<file path="config.mk">
export PLATFORM = sky130hd
export DESIGN_NAME = rdcc_ctrl
export DESIGN_NICKNAME = d
export VERILOG_FILES = /design/src/rtl/rdcc_pkg.sv /design/src/rtl/rdcc_ctrl.sv
export SDC_FILE = /design/constraint.sdc
export NUM_CORES = 1
export LEC_CHECK = 0
export BUFFER_PORTS_ARGS = -buffer_cell sky130_fd_sc_hd__buf_2
export CORE_AREA = 2 2 39 41
export DETAILED_ROUTE_END_ITERATION = 10
export DIE_AREA = 0 0 41 43
export PLACE_DENSITY_LB_ADDON = 0.1
export SKIP_CTS_REPAIR_TIMING = 1
export SYNTH_ARGS = -nofsm -noshare
export SYNTH_HDL_FRONTEND = slang
export SYNTH_SLANG_ARGS = --single-unit
</file>
<file path="constraint.sdc">
create_clock -name clk_i -period 2.75 [get_ports clk_i]
set_input_delay 0.275 -clock clk_i [delete_from_list [all_inputs] [get_ports clk_i]]
set_output_delay 0.275 -clock clk_i [all_outputs]
set_load 0.1 [all_outputs]
</file>
<file path="src/rtl/rdcc_pkg.sv">
package rdcc_pkg;

  localparam int unsigned MAX_ROWS  = 16;
  localparam int unsigned MAX_TERMS = 64;

  localparam int unsigned ROW_W   = 4;
  localparam int unsigned TERM_W  = 6;
  localparam int unsigned RSIZE_W = 5;
  localparam int unsigned TSIZE_W = 7;
  localparam int unsigned VAL_W   = 16;
  localparam int unsigned VV_W    = 2 * VAL_W;
  localparam int unsigned PROD_W  = 3 * VAL_W;
  localparam int unsigned G_W     = 54;
  localparam int unsigned CFG_W   = 7;
  localparam int unsigned VADDR_W = ROW_W + TERM_W;
  localparam int unsigned V_DEPTH = 1 << VADDR_W;
  localparam int unsigned D_DEPTH = 1 << TERM_W;

  localparam logic [RSIZE_W-1:0] ROWS_RESET  = RSIZE_W'(MAX_ROWS);
  localparam logic [TSIZE_W-1:0] TERMS_RESET = TSIZE_W'(MAX_TERMS);

  typedef enum logic [1:0] {
    CMD_WR_V  = 2'd0,
    CMD_WR_D  = 2'd1,
    CMD_QUERY = 2'd2
  } cmd_e;

  typedef enum logic {
    CFG_SIZE_ROWS  = 1'b0,
    CFG_SIZE_TERMS = 1'b1
  } cfg_idx_e;

  typedef enum logic [1:0] {
    S_IDLE,
    S_RUN,
    S_FLUSH,
    S_LOAD
  } state_e;

  typedef struct packed {
    logic accept;
    logic start;
    logic issue;
    logic load;
  } ctrl_cmd_t;

  typedef struct packed {
    logic q_err;
    logic terms_zero;
    logic last_issue;
    logic pipe_busy;
    logic out_free;
  } dp_status_t;

endpackage

</file>
<file path="src/rtl/rdcc_ctrl.sv">
module rdcc_ctrl
  import rdcc_pkg::*;
(
  input  logic       clk_i,
  input  logic       rst_ni,
  input  logic       in_valid_i,
  input  logic [1:0] cmd_i,
  output logic       in_ready_o,
  input  dp_status_t status_i,
  output ctrl_cmd_t  cmd_o
);

  state_e state_q, state_d;

  always_ff @(posedge clk_i or negedge rst_ni) begin
    if (!rst_ni) begin
      state_q <= S_IDLE;
    end else begin
      state_q <= state_d;
    end
  end

  always_comb begin
    state_d    = state_q;
    in_ready_o = 1'b0;
    cmd_o      = '0;
    case (state_q)
      S_IDLE: begin
        in_ready_o   = 1'b1;
        cmd_o.accept = in_valid_i;
        if (in_valid_i && cmd_i == CMD_QUERY) begin
          cmd_o.start = 1'b1;
          if (status_i.q_err) begin
            state_d = S_LOAD;
          end else if (status_i.terms_zero) begin
            state_d = S_FLUSH;
          end else begin
            state_d = S_RUN;
          end
        end
      end
      S_RUN: begin
        cmd_o.issue = 1'b1;
        if (status_i.last_issue) begin
          state_d = S_FLUSH;
        end
      end
      S_FLUSH: begin
        if (!status_i.pipe_busy) begin
          state_d = S_LOAD;
        end
      end
      S_LOAD: begin
        if (status_i.out_free) begin
          cmd_o.load = 1'b1;
          state_d    = S_IDLE;
        end
      end
      default: begin
        state_d = S_IDLE;
      end
    endcase
  end

endmodule

</file>
==> metrics.csv <==
stage;metric;value;unit
run_status;status;complete, no violations;
clocking;numCtsBuffers;3;
route;dr_total_vias;217;
timing;finalCritPeriodShare;72.0;%
power;seq_power_share;11.5;%
power;switching_share;58.5;%
timing;min_period;1.98;ns
place;dp_hpwl;441;um
job;cap_viol_max_count;0;
yosys;synth_top_area_cell;ha_1;
timing;maxSlewViolCount;0;
route;antenna_left;0;
place;place_congestion;0.731;
timing;fin_setup_tns;0;ns
timing;rsz0062_at_grt;no;
clocking;clk_pin_slew;0.03;ns
timing;fmax;505;MHz
place;portBuffers;14;
finish;syn_to_final_growth;48.3;%
clocking;cts_tree;yes;
yosys;synth-seq-cells;2;
route;drc;0;
yosys;synth_most_common_cell;ha_1;
power;comb_power_share;75.6;%
floorplanning;die_height;43;um
floorplanning;io_pins;15;
yosys;ys_top_cells_by_count;5 x ha_1, 2 x and2_2, 2 x dfrtp_1, 2 x inv_1, 2 x mux2i_1;
clocking;clkSinkCount;2;
critical_path;r2r_end;state_q[1]$_DFFE_PN0P_;
power;powerDensity;1310;mW/mm^2
yosys;synth.yosys.seq_area_share;19.1;%
floorplanning;die_area;0.00176;mm^2
floorplanning;core_area;0.00138;mm^2
yosys;synth_area_leaders;ha_1 24%, dfrtp_1 19%, a2111oi_4 11%, mux2i_1 7.7%, nand3b_4 7.7%;
route;first_pass_iters;1;
yosys;netlist.area_leader.share;23.9;%
power;p_clk_share;12.9;%
grt;overflow;0;
critical_path;reg2reg_depth;5;
finish;largest_reg_flops;2;
timing;worst_pin_slew;0.486;ns
yosys;synth-edff-count;0;
power;p_switching;0.000297;W
finish;nets;58;
critical_path;start_kind;flop;
clocking;cts.path.max_buffers;2;
finish;register_area;50.0;um^2
grt;grtUsageTotal;7.72;%
critical_path;end_kind;primary output;
clocking;root_buffer;clkbuf_4;
yosys;synth_ff_type;dfrtp_1;
finish;largest_registers;state_q x2;
timing;slew_headroom;67.8;%
place;placed_cells;53;
floorplanning;rows;14;
finish;nFillCells;147;
grt;grt_pass1_wl;828;um
finish;multi_input_area;208;um^2
yosys;avgSynthCellArea;11.4;um^2
timing;hold_violations;0;
timing;setup_viol;0;
timing;finClkSkew;0.00433;ns
critical_path;cp.arrival;1.71;ns
finish;fin_cells;57;
critical_path;critPathMaxFanout;4;
power;p_int;0.000211;W
power;leakagePower;0.215;nW
grt;grt_max_degree;5;
route;drtIter0Drc;0;
route;wl_per_cell;9.54;um
critical_path;worstPathRequired;2.48;ns
critical_path;critical_path_class;reg -> out;
critical_path;r2r_slack;1.25;ns
yosys;ys.warnings.count;0;
clocking;worstSkewPairLatency;0.23;ns
yosys;yosysUniqueCellTypes;15;
power;peakVddDrop;0.000398;V
yosys;synth_cells;23;
finish;top_register;state_q;
yosys;synthArstFlopShare;100;%
yosys;syn_nets;38;
clocking;htree_num_levels;1;
hold_path;hp-class;in -> async;
grt;grt_pass1_vias;224;
route;drt_wl_total;544;um
critical_path;r2r-start;state_q[1]$_DFFE_PN0P_;
route;via_per_inst;3.81;
grt;antenna_found_initial;0;
floorplanning;start_util;18.9;%
yosys;syn-cell-area;262;um^2
finish;diodes;0;
finish;drive_gt1_share;61.0;%
floorplanning;fp.dieW;41;um
## cells by family (layout without fill, tap and decap cells)
family / after synthesis / after routing / synth area share [%]
mux: 2 / 2 / 7.66
flops: 2 / 2 / 19.1
simple gates: 9 / 9 / 31.6
fa+ha+maj: 5 / 5 / 23.9
compound gates: 3 / 3 / 14.8
buf+inv: 2 / 20 / 2.87
## worst max-delay path: stages, from the launching register on
cell	delay [ns]
dfrtp_1	0.38
inv_1	0.13
ha_2	0.23
and2_2	0.15
and3b_2	0.16
buf_2	0.41
## how the worst max path moves through the flow
stage / to / depth (start not counted) / slack [ns] / start
after CTS: cmd_o[2] / 5 / 0.74 / state_q[0]$_DFFE_PN0P_
after floorplan: cmd_o[2] / 4 / 0.24 / state_q[0]$_DFFE_PN0P_
final: cmd_o[2] / 5 / 0.77 / state_q[1]$_DFFE_PN0P_
after global placement: cmd_o[2] / 5 / 1.0 / state_q[0]$_DFFE_PN0P_
after global routing: cmd_o[2] / 5 / 0.66 / state_q[0]$_DFFE_PN0P_
after detailed placement: cmd_o[2] / 5 / 0.99 / state_q[0]$_DFFE_PN0P_
## cell usage in the layout (no fill, tap or decap)
cell / n
o22ai_1: 1
nor2b_2: 1
or2b_2: 1
ha_1: 4
clkbuf_4: 3
and2b_1: 1
mux2i_1: 2
a2111oi_4: 1
o21ai_0: 1
and3b_2: 1
dlygate4sd3_1: 1
inv_1: 2
buf_2: 14
nand3b_4: 1
nand3b_1: 1
and2_2: 2
dfrtp_1: 2
and2_1: 1
ha_2: 1
## power by group through the flow
| stage | combinational [W] | clock, W | sequential, W |
|---|---|---|---|
| 3_3_place_gp | 0.000389 | 0 | 0.0000590 |
| 2_1_floorplan | 0.000335 | 0 | 0.0000566 |
| 5_1_grt | 0.000413 | 0.0000727 | 0.0000619 |
| 3_5_place_dp | 0.000387 | 0 | 0.0000591 |
| 4_1_cts | 0.000387 | 0.0000723 | 0.0000588 |
| 6_report | 0.000384 | 0.0000656 | 0.0000583 |
## per-layer routing
layer | share of wire [%] | track usage (%)
met1 | 42 | 7.03
met2 | 42 | 10.3
met3 | 15 | 3.66
met4 | 0 | 10.0
met5 | 0 | 0
## through the flow
stage	util, %	area [um^2]	hold slack (ns)	worst slack [ns]	power, W
global placement	25.7	355	0.0605	1.00	0.000448
floorplan	-	265	-0.0206	0.242	0.000392
CTS	27.3	378	-0.190	0.743	0.000518
global route	28.0	388	0.381	0.656	0.000547
finish	28.0	388	0.362	0.769	0.000508
detailed placement	25.7	355	0.0602	0.989	0.000446
## cell type report
| cell class | instances | share of cell area, % |
|---|---|---|
| multi-input cells | 19 | 53.5 |
| repair buffers | 15 | 20.6 |
| flip-flops and latches | 2 | 12.9 |
| clock buffers | 3 | 5.81 |
| well taps | 16 | 5.16 |
| inverters | 2 | 1.94 |
(Power assumes the default switching activity.)
